## src/rtl/mtk_pkg.sv

```systemverilog
// ----------------------------------------------------------------------------
// mtk_pkg: shared types and constants for the multi-tap keypad text entry
// key codes, letter table, press descriptor passed from front to back
// ----------------------------------------------------------------------------
package mtk_pkg;

   localparam int MSG_DEPTH_DEF = 64;
   localparam int KEY_W         = 12;
   localparam int TIME_W        = 32;
   localparam int CFG_W         = 16;
   localparam int CHAR_W        = 8;
   localparam int LEN_W         = 6;
   localparam int CSR_IDX_W     = 2;
   localparam int QUEUE_DEPTH   = 2;

   localparam logic [KEY_W-1:0] KEY_ABC    = 12'h7EF;
   localparam logic [KEY_W-1:0] KEY_DEF    = 12'hBEF;
   localparam logic [KEY_W-1:0] KEY_GHI    = 12'h3EF;
   localparam logic [KEY_W-1:0] KEY_JKL    = 12'hDEF;
   localparam logic [KEY_W-1:0] KEY_MNO    = 12'h5EF;
   localparam logic [KEY_W-1:0] KEY_PQRS   = 12'h9EF;
   localparam logic [KEY_W-1:0] KEY_TUV    = 12'h1EF;
   localparam logic [KEY_W-1:0] KEY_WXYZ   = 12'hEEF;
   localparam logic [KEY_W-1:0] KEY_SPACE  = 12'h6EF;
   localparam logic [KEY_W-1:0] KEY_CAPS   = 12'hFEF;
   localparam logic [KEY_W-1:0] KEY_DELETE = 12'h22F;
   localparam logic [KEY_W-1:0] KEY_SEND   = 12'hD6F;

   localparam logic [CFG_W-1:0] HOLDOFF_RST = 16'd200;
   localparam logic [CFG_W-1:0] TIMEOUT_RST = 16'd1500;

   localparam logic [CHAR_W-1:0] CASE_SHIFT = 8'd32;
   localparam logic [CHAR_W-1:0] CHAR_SPACE = 8'h20;
   localparam logic [CHAR_W-1:0] CHAR_NONE  = 8'h00;

   localparam logic signed [3:0] CYCLE_MAX  = 4'sd7;
   localparam logic signed [3:0] CYCLE_NONE = -4'sd1;

   localparam logic [CSR_IDX_W-1:0] CSR_HOLDOFF = 2'd0;
   localparam logic [CSR_IDX_W-1:0] CSR_TIMEOUT = 2'd1;

   typedef enum logic [2:0] {
      KC_LETTER,
      KC_SPACE,
      KC_CAPS,
      KC_DELETE,
      KC_SEND,
      KC_OTHER
   } key_class_type;

   typedef struct packed {
      logic [KEY_W-1:0]  key;
      key_class_type     kclass;
      logic [CHAR_W-1:0] base;
      logic              span4;
      logic              timed_out;
   } press_type;

   // decode a key into its class and letter group
   function automatic press_type classify(input logic [KEY_W-1:0] key);
      press_type p;
      p.key       = key;
      p.kclass    = KC_LETTER;
      p.base      = CHAR_NONE;
      p.span4     = 1'b0;
      p.timed_out = 1'b0;
      unique case (key)
         KEY_ABC:    p.base = 8'h61;
         KEY_DEF:    p.base = 8'h64;
         KEY_GHI:    p.base = 8'h67;
         KEY_JKL:    p.base = 8'h6A;
         KEY_MNO:    p.base = 8'h6D;
         KEY_PQRS: begin
            p.base  = 8'h70;
            p.span4 = 1'b1;
         end
         KEY_TUV:    p.base = 8'h74;
         KEY_WXYZ: begin
            p.base  = 8'h77;
            p.span4 = 1'b1;
         end
         KEY_SPACE:  p.kclass = KC_SPACE;
         KEY_CAPS:   p.kclass = KC_CAPS;
         KEY_DELETE: p.kclass = KC_DELETE;
         KEY_SEND:   p.kclass = KC_SEND;
         default:    p.kclass = KC_OTHER;
      endcase
      return p;
   endfunction

   // remainder by three of a repeat count 0..7
   function automatic logic [1:0] mod3(input logic [2:0] v);
      logic [1:0] r;
      unique case (v)
         3'd0:    r = 2'd0;
         3'd1:    r = 2'd1;
         3'd2:    r = 2'd2;
         3'd3:    r = 2'd0;
         3'd4:    r = 2'd1;
         3'd5:    r = 2'd2;
         3'd6:    r = 2'd0;
         default: r = 2'd1;
      endcase
      return r;
   endfunction

endpackage

```

## src/rtl/mtk_req_if.sv

```systemverilog
// ----------------------------------------------------------------------------
// mtk_req_if: key press channel
// key code and timestamp with valid/ready
// ----------------------------------------------------------------------------
interface mtk_req_if;
   import mtk_pkg::*;

   logic              valid;
   logic              ready;
   logic [KEY_W-1:0]  key_code;
   logic [TIME_W-1:0] time_ms;

   modport source (output valid, key_code, time_ms, input ready);
   modport sink   (input valid, key_code, time_ms, output ready);
endinterface

```

## src/rtl/mtk_rsp_if.sv

```systemverilog
// ----------------------------------------------------------------------------
// mtk_rsp_if: result channel
// echo or message character words with valid/ready
// ----------------------------------------------------------------------------
interface mtk_rsp_if;
   import mtk_pkg::*;

   logic              valid;
   logic              ready;
   logic              kind;
   logic [CHAR_W-1:0] char_code;
   logic [LEN_W-1:0]  msg_length;
   logic              last;

   modport source (output valid, kind, char_code, msg_length, last, input ready);
   modport sink   (input valid, kind, char_code, msg_length, last, output ready);
endinterface

```

## src/rtl/mtk_csr_if.sv

```systemverilog
// ----------------------------------------------------------------------------
// mtk_csr_if: register write channel
// register index and write data with valid/ready
// ----------------------------------------------------------------------------
interface mtk_csr_if;
   import mtk_pkg::*;

   logic                 valid;
   logic                 ready;
   logic [CSR_IDX_W-1:0] index;
   logic [CFG_W-1:0]     data;

   modport source (output valid, index, data, input ready);
   modport sink   (input valid, index, data, output ready);
endinterface

```

## src/rtl/multi_tap_keypad_text_entry.sv

```systemverilog
// ----------------------------------------------------------------------------
// multi_tap_keypad_text_entry: multi-tap remote keypad text entry
// echo word registered from the queue head; send words via load, store read, emit
// throughput: one press per cycle into a 2-entry queue unless full, one per cycle
// out while no send streams and the output is free; one store read per sent character
// reset: synchronous, clears control state; message store is not cleared
// ----------------------------------------------------------------------------
module multi_tap_keypad_text_entry #(
   parameter int MSG_DEPTH = mtk_pkg::MSG_DEPTH_DEF
) (
   input  logic      clock,
   input  logic      reset,
   mtk_req_if.sink   req_port,
   mtk_rsp_if.source rsp_port,
   mtk_csr_if.sink   csr_port
);
   import mtk_pkg::*;

   // front to queue
   logic      q_full;
   logic      q_push;
   press_type q_push_data;

   // queue to back
   logic      q_valid;
   logic      q_pop;
   press_type q_data;

   // front: drops presses inside the hold-off window, tags repeat timeout,
   // decodes the key; owns the timing registers and the csr port
   mtk_front u_front (
      .clock       (clock),
      .reset       (reset),
      .req_port    (req_port),
      .csr_port    (csr_port),
      .q_full      (q_full),
      .q_push      (q_push),
      .q_push_data (q_push_data)
   );

   // short queue so intake keeps going while a send streams out
   mtk_queue u_queue (
      .clock     (clock),
      .reset     (reset),
      .push      (q_push),
      .push_data (q_push_data),
      .full      (q_full),
      .pop       (q_pop),
      .pop_valid (q_valid),
      .pop_data  (q_data)
   );

   // back: letter cycling, commits to the message store, result words
   mtk_back #(
      .MSG_DEPTH (MSG_DEPTH)
   ) u_back (
      .clock    (clock),
      .reset    (reset),
      .q_valid  (q_valid),
      .q_data   (q_data),
      .q_pop    (q_pop),
      .rsp_port (rsp_port)
   );

endmodule

```

## src/rtl/mtk_front.sv

```systemverilog
// ----------------------------------------------------------------------------
// mtk_front: press intake
// hold-off filter, repeat timeout check, key classification, timing registers
// ----------------------------------------------------------------------------
module mtk_front (
   input  logic               clock,
   input  logic               reset,
   mtk_req_if.sink            req_port,
   mtk_csr_if.sink            csr_port,
   input  logic               q_full,
   output logic               q_push,
   output mtk_pkg::press_type q_push_data
);
   import mtk_pkg::*;

   logic [CFG_W-1:0]  holdoff_ff, holdoff_in;
   logic [CFG_W-1:0]  timeout_ff, timeout_in;
   logic [TIME_W-1:0] last_time_ff, last_time_in;
   logic [TIME_W-1:0] gap;
   logic              held_off;
   logic              accept;
   press_type         press;

   assign csr_port.ready = 1'b1;
   assign req_port.ready = !q_full;

   // modulo 2^32 gap since the last press that was not held off
   assign gap      = req_port.time_ms - last_time_ff;
   assign held_off = gap < TIME_W'(holdoff_ff);
   assign accept   = req_port.valid && req_port.ready;
   assign q_push   = accept && !held_off;

   always_comb begin
      press           = classify(req_port.key_code);
      press.timed_out = gap >= TIME_W'(timeout_ff);
   end
   assign q_push_data = press;

   always_comb begin
      holdoff_in   = holdoff_ff;
      timeout_in   = timeout_ff;
      last_time_in = last_time_ff;
      if (csr_port.valid) begin
         unique case (csr_port.index)
            CSR_HOLDOFF: holdoff_in = csr_port.data;
            CSR_TIMEOUT: timeout_in = csr_port.data;
            default:     ;
         endcase
      end
      if (q_push) begin
         last_time_in = req_port.time_ms;
      end
   end

   always_ff @(posedge clock) begin
      if (reset) begin
         holdoff_ff   <= HOLDOFF_RST;
         timeout_ff   <= TIMEOUT_RST;
         last_time_ff <= '0;
      end else begin
         holdoff_ff   <= holdoff_in;
         timeout_ff   <= timeout_in;
         last_time_ff <= last_time_in;
      end
   end

endmodule

```

## src/rtl/mtk_queue.sv

```systemverilog
// ----------------------------------------------------------------------------
// mtk_queue: short press queue
// decouples press intake from text editing
// ----------------------------------------------------------------------------
module mtk_queue (
   input  logic               clock,
   input  logic               reset,
   input  logic               push,
   input  mtk_pkg::press_type push_data,
   output logic               full,
   input  logic               pop,
   output logic               pop_valid,
   output mtk_pkg::press_type pop_data
);
   import mtk_pkg::*;

   localparam int PTR_W = $clog2(QUEUE_DEPTH);
   localparam int CNT_W = $clog2(QUEUE_DEPTH + 1);
   localparam logic [PTR_W-1:0] PTR_LAST = PTR_W'(QUEUE_DEPTH - 1);
   localparam logic [CNT_W-1:0] CNT_FULL = CNT_W'(QUEUE_DEPTH);

   press_type        entry_ff [QUEUE_DEPTH];
   logic [PTR_W-1:0] wr_ptr_ff, wr_ptr_in;
   logic [PTR_W-1:0] rd_ptr_ff, rd_ptr_in;
   logic [CNT_W-1:0] cnt_ff, cnt_in;

   assign full      = cnt_ff == CNT_FULL;
   assign pop_valid = cnt_ff != '0;
   assign pop_data  = entry_ff[rd_ptr_ff];

   always_comb begin
      wr_ptr_in = wr_ptr_ff;
      rd_ptr_in = rd_ptr_ff;
      cnt_in    = cnt_ff;
      if (push) begin
         wr_ptr_in = (wr_ptr_ff == PTR_LAST) ? '0 : wr_ptr_ff + PTR_W'(1);
      end
      if (pop) begin
         rd_ptr_in = (rd_ptr_ff == PTR_LAST) ? '0 : rd_ptr_ff + PTR_W'(1);
      end
      if (push && !pop) begin
         cnt_in = cnt_ff + CNT_W'(1);
      end else if (pop && !push) begin
         cnt_in = cnt_ff - CNT_W'(1);
      end
   end

   always_ff @(posedge clock) begin
      if (reset) begin
         wr_ptr_ff <= '0;
         rd_ptr_ff <= '0;
         cnt_ff    <= '0;
      end else begin
         wr_ptr_ff <= wr_ptr_in;
         rd_ptr_ff <= rd_ptr_in;
         cnt_ff    <= cnt_in;
      end
   end

   always_ff @(posedge clock) begin
      if (push) begin
         entry_ff[wr_ptr_ff] <= push_data;
      end
   end

endmodule

```

## src/rtl/mtk_back.sv

```systemverilog
// ----------------------------------------------------------------------------
// mtk_back: text editor
// multi-tap letter state, message store, echo and send streaming
// ----------------------------------------------------------------------------
module mtk_back #(
   parameter int MSG_DEPTH = mtk_pkg::MSG_DEPTH_DEF
) (
   input  logic               clock,
   input  logic               reset,
   input  logic               q_valid,
   input  mtk_pkg::press_type q_data,
   output logic               q_pop,
   mtk_rsp_if.source          rsp_port
);
   import mtk_pkg::*;

   localparam int CNT_W = $clog2(MSG_DEPTH);
   localparam logic [CNT_W-1:0] CNT_MAX = CNT_W'(MSG_DEPTH - 1);

   typedef enum logic [2:0] {
      B_IDLE = 3'b001,
      B_LOAD = 3'b010,
      B_EMIT = 3'b100
   } back_state_type;

   back_state_type    state_ff, state_in;
   logic [KEY_W-1:0]  prev_key_ff, prev_key_in;
   logic              prev_valid_ff, prev_valid_in;
   logic signed [3:0] cyc_ff, cyc_in;
   logic [CHAR_W-1:0] pending_ff, pending_in;
   logic              caps_ff, caps_in;
   logic [CNT_W-1:0]  count_ff, count_in;
   logic [CNT_W-1:0]  n_ff, n_in;
   logic [CNT_W-1:0]  idx_ff, idx_in;
   logic [CHAR_W-1:0] rd_data_ff;
   logic [CHAR_W-1:0] store_mem [MSG_DEPTH];

   logic              rsp_valid_ff, rsp_valid_in;
   logic              kind_ff, kind_in;
   logic [CHAR_W-1:0] char_ff, char_in;
   logic [LEN_W-1:0]  len_ff, len_in;
   logic              last_ff, last_in;

   logic              out_free;
   logic              out_load;
   logic              wr_en;
   logic              rd_en;
   logic [CNT_W-1:0]  rd_addr;
   logic [CNT_W-1:0]  idx_nxt;

   logic              prev_send, prev_del, prev_caps;
   logic              differs, commit, do_store;
   logic signed [3:0] cyc_step, cyc_pos;
   logic [CNT_W-1:0]  count_step;
   logic [1:0]        letter_idx;
   logic [CHAR_W-1:0] letter_char;

   assign out_free = !rsp_valid_ff || rsp_port.ready;
   assign idx_nxt  = idx_ff + CNT_W'(1);

   // commit and repeat decisions for the press at the queue head
   assign prev_send  = prev_valid_ff && prev_key_ff == KEY_SEND;
   assign prev_del   = prev_valid_ff && prev_key_ff == KEY_DELETE;
   assign prev_caps  = prev_valid_ff && prev_key_ff == KEY_CAPS;
   assign differs    = !prev_valid_ff || prev_key_ff != q_data.key;
   assign commit     = (differs || q_data.timed_out) && !prev_send && !prev_del;
   assign do_store   = commit && !prev_caps && pending_ff != CHAR_NONE && count_ff < CNT_MAX;
   assign cyc_step   = commit ? 4'sd0 : ((cyc_ff < CYCLE_MAX) ? cyc_ff + 4'sd1 : cyc_ff);
   assign count_step = count_ff + CNT_W'(do_store);
   assign cyc_pos    = (cyc_step < 4'sd0) ? 4'sd0 : cyc_step;
   assign letter_idx = q_data.span4 ? cyc_pos[1:0] : mod3(cyc_pos[2:0]);
   assign letter_char = q_data.base + CHAR_W'(letter_idx) - (caps_ff ? CASE_SHIFT : CHAR_NONE);

   always_comb begin
      state_in      = state_ff;
      prev_key_in   = prev_key_ff;
      prev_valid_in = prev_valid_ff;
      cyc_in        = cyc_ff;
      pending_in    = pending_ff;
      caps_in       = caps_ff;
      count_in      = count_ff;
      n_in          = n_ff;
      idx_in        = idx_ff;
      q_pop         = 1'b0;
      wr_en         = 1'b0;
      rd_en         = 1'b0;
      rd_addr       = idx_ff;
      out_load      = 1'b0;
      kind_in       = kind_ff;
      char_in       = char_ff;
      len_in        = len_ff;
      last_in       = last_ff;

      unique case (state_ff)
         B_IDLE: begin
            if (q_valid && out_free) begin
               q_pop         = 1'b1;
               wr_en         = do_store;
               prev_key_in   = q_data.key;
               prev_valid_in = 1'b1;
               count_in      = count_step;
               cyc_in        = cyc_step;
               case (q_data.kclass)
                  KC_LETTER: begin
                     cyc_in     = $signed({2'b00, letter_idx});
                     pending_in = letter_char;
                  end
                  KC_SPACE: pending_in = CHAR_SPACE;
                  KC_CAPS: begin
                     caps_in = !caps_ff;
                     cyc_in  = cyc_step - 4'sd1;
                  end
                  KC_DELETE: begin
                     pending_in = CHAR_SPACE;
                     cyc_in     = cyc_step - 4'sd1;
                     if (count_step != '0) begin
                        count_in = count_step - CNT_W'(1);
                     end
                  end
                  KC_SEND: begin
                     count_in = '0;
                     cyc_in   = CYCLE_NONE;
                     n_in     = count_step;
                     idx_in   = '0;
                  end
                  default: ;
               endcase
               if (q_data.kclass == KC_SEND) begin
                  if (count_step == '0) begin
                     out_load = 1'b1;
                     kind_in  = 1'b1;
                     char_in  = CHAR_NONE;
                     len_in   = '0;
                     last_in  = 1'b1;
                  end else begin
                     state_in = B_LOAD;
                  end
               end else begin
                  out_load = 1'b1;
                  kind_in  = 1'b0;
                  char_in  = pending_in;
                  len_in   = LEN_W'(count_in);
                  last_in  = 1'b1;
               end
            end
         end
         B_LOAD: begin
            rd_en    = 1'b1;
            state_in = B_EMIT;
         end
         B_EMIT: begin
            if (out_free) begin
               out_load = 1'b1;
               kind_in  = 1'b1;
               char_in  = rd_data_ff;
               len_in   = '0;
               last_in  = idx_nxt == n_ff;
               if (idx_nxt == n_ff) begin
                  state_in = B_IDLE;
               end else begin
                  idx_in  = idx_nxt;
                  rd_en   = 1'b1;
                  rd_addr = idx_nxt;
               end
            end
         end
         default: state_in = B_IDLE;
      endcase

      rsp_valid_in = out_load ? 1'b1 : (rsp_port.ready ? 1'b0 : rsp_valid_ff);
   end

   always_ff @(posedge clock) begin
      if (reset) begin
         state_ff      <= B_IDLE;
         prev_valid_ff <= 1'b0;
         cyc_ff        <= CYCLE_NONE;
         pending_ff    <= CHAR_NONE;
         caps_ff       <= 1'b0;
         count_ff      <= '0;
         rsp_valid_ff  <= 1'b0;
      end else begin
         state_ff      <= state_in;
         prev_valid_ff <= prev_valid_in;
         cyc_ff        <= cyc_in;
         pending_ff    <= pending_in;
         caps_ff       <= caps_in;
         count_ff      <= count_in;
         rsp_valid_ff  <= rsp_valid_in;
      end
   end

   always_ff @(posedge clock) begin
      prev_key_ff <= prev_key_in;
      n_ff        <= n_in;
      idx_ff      <= idx_in;
      if (out_load) begin
         kind_ff <= kind_in;
         char_ff <= char_in;
         len_ff  <= len_in;
         last_ff <= last_in;
      end
   end

   // message store, one write and one registered read port
   always_ff @(posedge clock) begin
      if (wr_en) begin
         store_mem[count_ff] <= pending_ff;
      end
      if (rd_en) begin
         rd_data_ff <= store_mem[rd_addr];
      end
   end

   assign rsp_port.valid      = rsp_valid_ff;
   assign rsp_port.kind       = kind_ff;
   assign rsp_port.char_code  = char_ff;
   assign rsp_port.msg_length = len_ff;
   assign rsp_port.last       = last_ff;

   a_count_max: assert property (@(posedge clock) disable iff (reset)
      count_ff <= CNT_MAX)
      else $error("message count beyond store capacity");

   a_cycle_range: assert property (@(posedge clock) disable iff (reset)
      cyc_ff >= CYCLE_NONE)
      else $error("repeat index below minus one");

   a_emit_index: assert property (@(posedge clock) disable iff (reset)
      state_ff == B_EMIT |-> idx_ff < n_ff)
      else $error("send index past message end");

   a_send_clears: assert property (@(posedge clock) disable iff (reset)
      q_pop && q_data.kclass == KC_SEND |=> count_ff == '0)
      else $error("send did not clear the message");

endmodule

```

## src/flat_wrapper.sv

```systemverilog
// flat-port wrapper written by rule: the top's interface ports become plain ports
module multi_tap_keypad_text_entry_flat import mtk_pkg::*;
#(
   parameter int MSG_DEPTH = mtk_pkg::MSG_DEPTH_DEF
)
  (clock, reset, req_port_valid, req_port_key_code, req_port_time_ms, req_port_ready, rsp_port_valid, rsp_port_kind, rsp_port_char_code, rsp_port_msg_length, rsp_port_last, rsp_port_ready, csr_port_valid, csr_port_index, csr_port_data, csr_port_ready);
  mtk_req_if req_port_i ();
  mtk_rsp_if rsp_port_i ();
  mtk_csr_if csr_port_i ();
  input  logic clock;
  input  logic reset;
  input wire logic [$bits(req_port_i.valid)-1:0] req_port_valid;
  input wire logic [$bits(req_port_i.key_code)-1:0] req_port_key_code;
  input wire logic [$bits(req_port_i.time_ms)-1:0] req_port_time_ms;
  output wire logic [$bits(req_port_i.ready)-1:0] req_port_ready;
  output wire logic [$bits(rsp_port_i.valid)-1:0] rsp_port_valid;
  output wire logic [$bits(rsp_port_i.kind)-1:0] rsp_port_kind;
  output wire logic [$bits(rsp_port_i.char_code)-1:0] rsp_port_char_code;
  output wire logic [$bits(rsp_port_i.msg_length)-1:0] rsp_port_msg_length;
  output wire logic [$bits(rsp_port_i.last)-1:0] rsp_port_last;
  input wire logic [$bits(rsp_port_i.ready)-1:0] rsp_port_ready;
  input wire logic [$bits(csr_port_i.valid)-1:0] csr_port_valid;
  input wire logic [$bits(csr_port_i.index)-1:0] csr_port_index;
  input wire logic [$bits(csr_port_i.data)-1:0] csr_port_data;
  output wire logic [$bits(csr_port_i.ready)-1:0] csr_port_ready;
  assign req_port_i.valid = req_port_valid;
  assign req_port_i.key_code = req_port_key_code;
  assign req_port_i.time_ms = req_port_time_ms;
  assign req_port_ready = req_port_i.ready;
  assign rsp_port_valid = rsp_port_i.valid;
  assign rsp_port_kind = rsp_port_i.kind;
  assign rsp_port_char_code = rsp_port_i.char_code;
  assign rsp_port_msg_length = rsp_port_i.msg_length;
  assign rsp_port_last = rsp_port_i.last;
  assign rsp_port_i.ready = rsp_port_ready;
  assign csr_port_i.valid = csr_port_valid;
  assign csr_port_i.index = csr_port_index;
  assign csr_port_i.data = csr_port_data;
  assign csr_port_ready = csr_port_i.ready;
  multi_tap_keypad_text_entry #(.MSG_DEPTH(MSG_DEPTH)) u_core (.clock(clock), .reset(reset), .req_port(req_port_i), .rsp_port(rsp_port_i), .csr_port(csr_port_i));
endmodule
```

## config.mk

```make
export PLATFORM = sky130hd
export DESIGN_NAME = multi_tap_keypad_text_entry_flat
export DESIGN_NICKNAME = d
export VERILOG_FILES = /design/src/rtl/mtk_pkg.sv /design/src/rtl/mtk_req_if.sv /design/src/rtl/mtk_rsp_if.sv /design/src/rtl/mtk_csr_if.sv /design/src/rtl/multi_tap_keypad_text_entry.sv /design/src/rtl/mtk_front.sv /design/src/rtl/mtk_queue.sv /design/src/rtl/mtk_back.sv /design/src/flat_wrapper.sv
export SDC_FILE = /design/constraint.sdc
export NUM_CORES = 1
export LEC_CHECK = 0
export BUFFER_PORTS_ARGS = -buffer_cell sky130_fd_sc_hd__buf_2
export CORE_ASPECT_RATIO = 1.5
export CORE_MARGIN = 3
export CORE_UTILIZATION = 57
export CTS_BUF_LIST = sky130_fd_sc_hd__clkbuf_4 sky130_fd_sc_hd__clkbuf_8 sky130_fd_sc_hd__clkbuf_16
export DETAILED_ROUTE_END_ITERATION = 10
export PLACE_DENSITY = 0.86
export SETUP_SLACK_MARGIN = 0.2
export SLEW_MARGIN = 10
export SYNTH_ARGS = -nofsm -noshare
export SYNTH_HDL_FRONTEND = slang
export SYNTH_SLANG_ARGS = --single-unit
```

## constraint.sdc

```tcl
create_clock -name clock -period 8.75 [get_ports clock]
set_clock_uncertainty 0.2 [all_clocks]
set_input_delay 0 -clock clock [delete_from_list [all_inputs] [get_ports clock]]
set_output_delay 0 -clock clock [all_outputs]
set_load 0.01 [all_outputs]
```

-- After elaboration in Yosys (flattened, before gate mapping)
Memories as Yosys holds them, arrays and structs flattened. A register that Yosys moved wholly into a read port is not among the register bits.
Cells that the tools add are included.
- register bits: 132
- bits in writable memories: 560
- memories kept: 2
- memories (memory ; depth ; bits a word ; rd ports ; clocked after memory_dff ; write ports ; RTL line ; RTL):
    u_core.u_back.store_mem ; 64 ; 8 ; 1 ; 1 ; 1 ; mtk_back.sv:36 ; logic [CHAR_W-1:0] store_mem [MSG_DEPTH];
    u_core.u_queue.entry_ff ; 2 ; 24 ; 1 ; 1 ; 1 ; mtk_queue.sv:22 ; press_type entry_ff [QUEUE_DEPTH];
- $add $sub $neg: 12
- order comparisons: 5
- eq/ne operators: 36
- muxes and demuxes: 68
- reductions and logical operators: 50
- operators with widths (kind ; count):
    equality test 12 bit, second input constant ; 8
    2-to-1 mux 6 bit ; 11
    case mux 7 bit (8 select lines) ; 1
    equality test 12 x 10 -> 1 bit, second input constant ; 3
    equality test 12 x 11 -> 1 bit, second input constant ; 3
    case mux 6 bit (2 select lines) ; 3
    greater-or-equal comparator 32 x 16 -> 1 bit ; 1
    less-than comparator 32 x 16 -> 1 bit ; 1
    2-to-1 mux 8 bit ; 4
    case mux 8 bit (2 select lines) ; 2
    subtractor 32 bit ; 1
    2-to-1 mux 1 bit ; 28
    2-to-1 mux 3 bit ; 6
    equality test 3 x 2 -> 1 bit, second input constant ; 5
    case mux 3 bit (5 select lines) ; 1
    logical AND 1 bit ; 13
    equality test 12 x 9 -> 1 bit, second input constant ; 1
    equality test 3 bit, second input constant ; 4
    inequality test 12 bit ; 1
    case mux 4 bit (3 select lines) ; 1
    zero test 1 bit ; 10
    inequality test 2 bit, second input constant ; 5
    AND reduction 5 bit ; 2
    case mux 3 bit (3 select lines) ; 1
    34 further kinds ; 55

-- Longest topological paths before layout
- word-level depth: 18
- depth in mapped cells: 22

-- By module
Synthesis repeated with hierarchy kept, for this count alone.
- cell total of the unflattened synthesis: 2865
- area total of the unflattened synthesis: 34284.1 sq um
- modules (own cells, without submodules) (module ; instances ; cells each ; area each (sq um) ; sequential area each (sq um)):
    mtk_back ; 1 ; 2032 ; 26655.6 ; 17296.6
    mtk_front ; 1 ; 733 ; 5615.4 ; 1281.2
    mtk_queue ; 1 ; 100 ; 2013.2 ; 1601.5

-- Worst setup path after synthesis
OpenSTA, ideal clock, no wires.
- path kind: flip-flop to flip-flop
- from: register with a tool-made name
- to: register u_core.u_back.char_ff[0] (netlist: u_core.u_back.rsp_port.char_code[0]), enable pin
- arrival time: 4485 ps
- setup slack: 3651 ps
- stages on the path, launching flop included: 16
- buffers on the path: 1
- clock period less this slack: 5099 ps
- cells stage by stage: dfxtp_1 clkbuf_1 mux2_2 xor2_1 or4_1 o31ai_1 a221oi_1 ha_1 ha_1 nand3_1 xnor2_1 nor2_1 nand3_1 nor2_1 nor2_1 o21ai_0
- RTL lines (item ; RTL line ; RTL):
    end signal: assignment ; mtk_back.sv:199 ; char_ff <= char_in;
    end: declaration ; mtk_back.sv:40 ; logic [CHAR_W-1:0] char_ff, char_in;

-- Final worst setup path
- from: register u_core.u_back.idx_ff[0]
- to: register u_core.u_back.rd_data_ff[4], read port of u_core.u_back.store_mem (data pin)
- word-level cells in the longest chain between the ends: 5
- elaborated cells on any way between the ends: 8
- classes of those cells: 1 x add/sub; 1 x eq/ne; 6 x mux
- ends and longest elaborated chain (item ; RTL line ; RTL):
    start: declaration ; mtk_back.sv:34 ; logic [CNT_W-1:0] idx_ff, idx_in;
    start signal: assignment ; mtk_back.sv:196 ; idx_ff <= idx_in;
    adder 6 x 1 -> 6 bit ; mtk_back.sv:59 ; assign idx_nxt = idx_ff + CNT_W'(1);
    equality test 6 bit ; mtk_back.sv:158 ; if (idx_nxt == n_ff) begin
    2-to-1 mux 1 bit or 2-to-1 mux 6 bit (tied branches) (2 in a row) ; n/a ;
    case mux 1 bit (2 select lines) or 2-to-1 mux 6 bit (tied branches) ; mtk_back.sv:94 ; unique case (state_ff)
    end: declaration ; mtk_back.sv:35 ; logic [CHAR_W-1:0] rd_data_ff;
Parallel ways exist; a longest one is shown, timed or not.
A chain may end at the register's enable or synchronous reset.

==> results_dict.tcl <==
set metrics [dict create \
    cts_buffers 58 \
    insertedDiodeCount 0 \
    detailed_place_hpwl_mm 59.6 \
    antenna_found_initial 0 \
    clock-root-buffer "sky130_fd_sc_hd__clkbuf_16" \
    fin_tns_setup_ns 0 \
    yosys-top-cells-area "sky130_fd_sc_hd__edfxtp_1 (56%), sky130_fd_sc_hd__dfxtp_1 (5.7%), sky130_fd_sc_hd__nand2_1 (4.4%)" \
    gp_congestion 0.992 \
    pin_count 86 \
    largest_net_degree_at_the_start_of_global_routing 70 \
    synth-seq-area-share_pct 61.4 \
    number_of_vias_after_detailed_routing 25000 \
    crit_path_end_kind "flop" \
    setup_viol 0 \
    worst_hold_path_type "input port to flop" \
    min-delay-start "req_port_time_ms[26]" \
    grt-ovfl-total 0 \
    io_buffers 84 \
    syn2layout_area_growth_pct 13.3 \
    worstReg2RegStart "u_core.u_back.idx_ff[0]" \
    report.final.slew_viol_count 0 \
    tritoncts "yes" \
    cts.reportedPaths.clkPinSlew_ns 0.07 \
    hold-worst-slack_ns 0.0173 \
    synth_common_cells "sky130_fd_sc_hd__edfxtp_1 (606), sky130_fd_sc_hd__nand2_1 (381), sky130_fd_sc_hd__nor2_1 (207)" \
    die_area_um2 60300 \
    grt_util_all_layers_pct 31.3 \
    numClockSinks 699 \
    clkLatencyLatePin_ns 0.65 \
    cts.hold.buffers_added 114 \
    multi_input_comb_area_um2 11700 \
    viasPerCell 6.70 \
    power.ir.vdd_worst_mv 0.368 \
    dr_wl_met2_mm 48.0 \
    outcome "finished, final reports clean" \
    timing_hold_violations_final 0 \
    synth.distinct_cells 91 \
    power.leakage_nw 12.9 \
    timing.slew.headroom_pct 16.1 \
    coreArea_um2 56200 \
    fillerInstances 3698 \
    synth_area_per_cell_um2 11.8 \
    initial_core_util_pct 58.1 \
    cp-start-kind "flop" \
    ff2ff_setup_slack_ns 2.65 \
    worst-endpoint-arrival_ns 6.26 \
    net-switching-power_w 0.00260 \
    die_height_um 299 \
    cts-root-to-sink-buffers 3 \
    timing_worst_setup_path_type "flop to flop" \
    cell_taking_the_most_area_after_synthesis "sky130_fd_sc_hd__edfxtp_1" \
    fin_crit_ns 6.10 \
    gates_resized_cts_repair 0 \
    worstSetupEndpoint "u_core.u_back.rd_data_ff[4]" \
    tightestPinTransition_ns 1.25 \
    seqPwrFrac_pct 47.4 \
    wl_mm 96.4 \
    highest_metal_layer_with_signal_wires "met4" \
    maximum_level_of_the_cts_h_tree 2 \
    start_point_of_the_critical_path "u_core.u_back.idx_ff[0]" \
    drt_pre_antenna_iters 6 \
    global_route_wire_length_before_repair_mm 147 \
    wl_per_cell_um 25.9 \
    rr_endpoint "u_core.u_back.rd_data_ff[4]" \
    ys_ff_latch 699 \
    switching_share_pct 29.3 \
    share_of_flip_flops_with_an_asynchronous_set_or_reset_after_synthesis_pct 0 \
    synth.yosys.warnings 0 \
    timing.critical_path.fanout_max 55 \
    post-cts-setup-buffer-count 0 \
    cap_viol_max_count 0 \
    dp_worst_setup_slack_ns 3.07 \
    drtIter0Drc 2895 \
    cp_data_required_time_ns 8.91 \
    first_global_vias 25600 \
    std_cell_rows 106 \
    yosysMostFrequentCell "sky130_fd_sc_hd__edfxtp_1" \
    detail-route-antenna-nets 0 \
    worst_slack_ns 2.65 \
    yosysTopAreaCellShare_pct 55.7 \
    reg2reg_depth 11 \
    die_width_um 202 \
    p_per_area_nw_per_um2 240 \
    synth_enable_flop_cells 606 \
    route.detailed.drc 0 \
    length_of_routed_met3_wiring_mm 9.53 \
    post-route-period-util_pct 69.7 \
    power_frac_comb_pct 20.1 \
    drive_above_1_share_pct 10.6 \
    netlist_instances 2778 \
    setup_repair_after_global_routing_missed_its_margin "no" \
    fin_nets 3070 \
    primary_flip_flop_cell_chosen_by_synthesis_mapping "sky130_fd_sc_hd__edfxtp_1" \
    clkPwrFrac_pct 32.5 \
    storage_element_area_um2 20100 \
    max_clock_freq_mhz 164 \
    netlist_area_um2 32700 \
    power.internal_w 0.00630 \
    met1_length_mm 31.1 \
]
## how the worst min path moves through the flow
stage,end,cells past startpoint
final,u_core.u_front.last_time_ff[26],4
after global routing,u_core.u_front.last_time_ff[26],4
after CTS,u_core.u_queue.entry_ff[1][22],2
after detailed placement,u_core.u_queue.entry_ff[1][13],1
after global placement,u_core.u_queue.entry_ff[0][13],1
after floorplan,u_core.u_queue.entry_ff[0][12],0
## routing by layer
metal  vias up  track usage [%]
met2      1818             54.8
met3       480             6.04
met1     12000             34.6
met5         -                0
met4         0             20.8
li1      10700                -
## logic make-up (layout without fill, tap and decap cells)
| logic type | after synthesis | count (layout) | synth area share, % |
|---|---|---|---|
| compound gates | 580 | 580 | 12.0 |
| xor+xnor | 77 | 77 | 2.09 |
| fa+ha+maj | 80 | 80 | 3.09 |
| buf+inv | 246 | 434 | 3.17 |
| flops | 699 | 699 | 61.4 |
| mux | 165 | 165 | 5.26 |
| other cells | 2 | 9 | 0.0230 |
| simple gates | 929 | 929 | 13.0 |
## cell type report
cell class              count  area share (%)
inverters                  89           0.902
multi-input cells        1840            31.7
flip-flops and latches    699            54.2
well taps                 756            2.55
clock buffers              62            4.00
clock inverters            48            1.75
repair buffers            235            4.97
## power groups by stage
| stage | combinational [W] | clock, W | sequential, W |
|---|---|---|---|
| after floorplan | 0.00104 | 0 | 0.00433 |
| after global placement | 0.00158 | 0 | 0.00425 |
| after detailed placement | 0.00166 | 0 | 0.00427 |
| after CTS | 0.00171 | 0.00288 | 0.00420 |
| after global routing | 0.00192 | 0.00302 | 0.00423 |
| final | 0.00179 | 0.00289 | 0.00422 |
## cell usage in the layout (no fill, tap or decap), drive strengths merged, types with 27 or more instances in the layout
master	instances
nor4	37
ha	79
clkbuf	62
o221ai	39
nor2b	36
a31oi	38
dlygate4sd3	114
xnor2	50
o22ai	87
edfxtp	606
nor3	58
nand2	382
inv	92
a21oi	110
buf	121
nor2	207
nand3	79
dfxtp	93
clkinv	27
o21ai	102
xor2	27
mux2	51
mux2i	114
a211oi	30
## stage by stage
stage | instance area (um^2) | total power, W | util, % | cells
floorplan | 32700 | 0.00537 | - | 2785
global placement | 33800 | 0.00583 | 60.0 | 3504
detailed placement | 33800 | 0.00592 | 60.0 | 3504
CTS | 37000 | 0.00880 | 65.8 | 3728
global route | 37000 | 0.00917 | 65.9 | 3729
finish | 37000 | 0.00890 | 65.9 | 3729
## sequential cells by signal, indices dropped and copies added, names as in the netlist, 12 cells and up, named ones only
name,cells
u_core.u_back.prev_key_ff,12
u_core.u_back.store_mem,512
u_core.u_front.holdoff_ff,16
u_core.u_front.last_time_ff,32
u_core.u_front.timeout_ff,16
u_core.u_queue.entry_ff,46
## worst max-delay path: stages (launching register included)
cell	delay, ns
sky130_fd_sc_hd__edfxtp_1	0.78
sky130_fd_sc_hd__buf_4	0.68
sky130_fd_sc_hd__xor2_1	0.23
sky130_fd_sc_hd__and2_1	0.21
sky130_fd_sc_hd__and4_1	0.47
sky130_fd_sc_hd__a21oi_1	0.22
sky130_fd_sc_hd__a32o_1	0.33
sky130_fd_sc_hd__nor2_1	0.87
sky130_fd_sc_hd__or2_0	0.49
sky130_fd_sc_hd__o31ai_1	0.36
sky130_fd_sc_hd__nor3_1	0.79
sky130_fd_sc_hd__nand4_1	0.18
No activity file was read; power rests on OpenSTA's default activity.
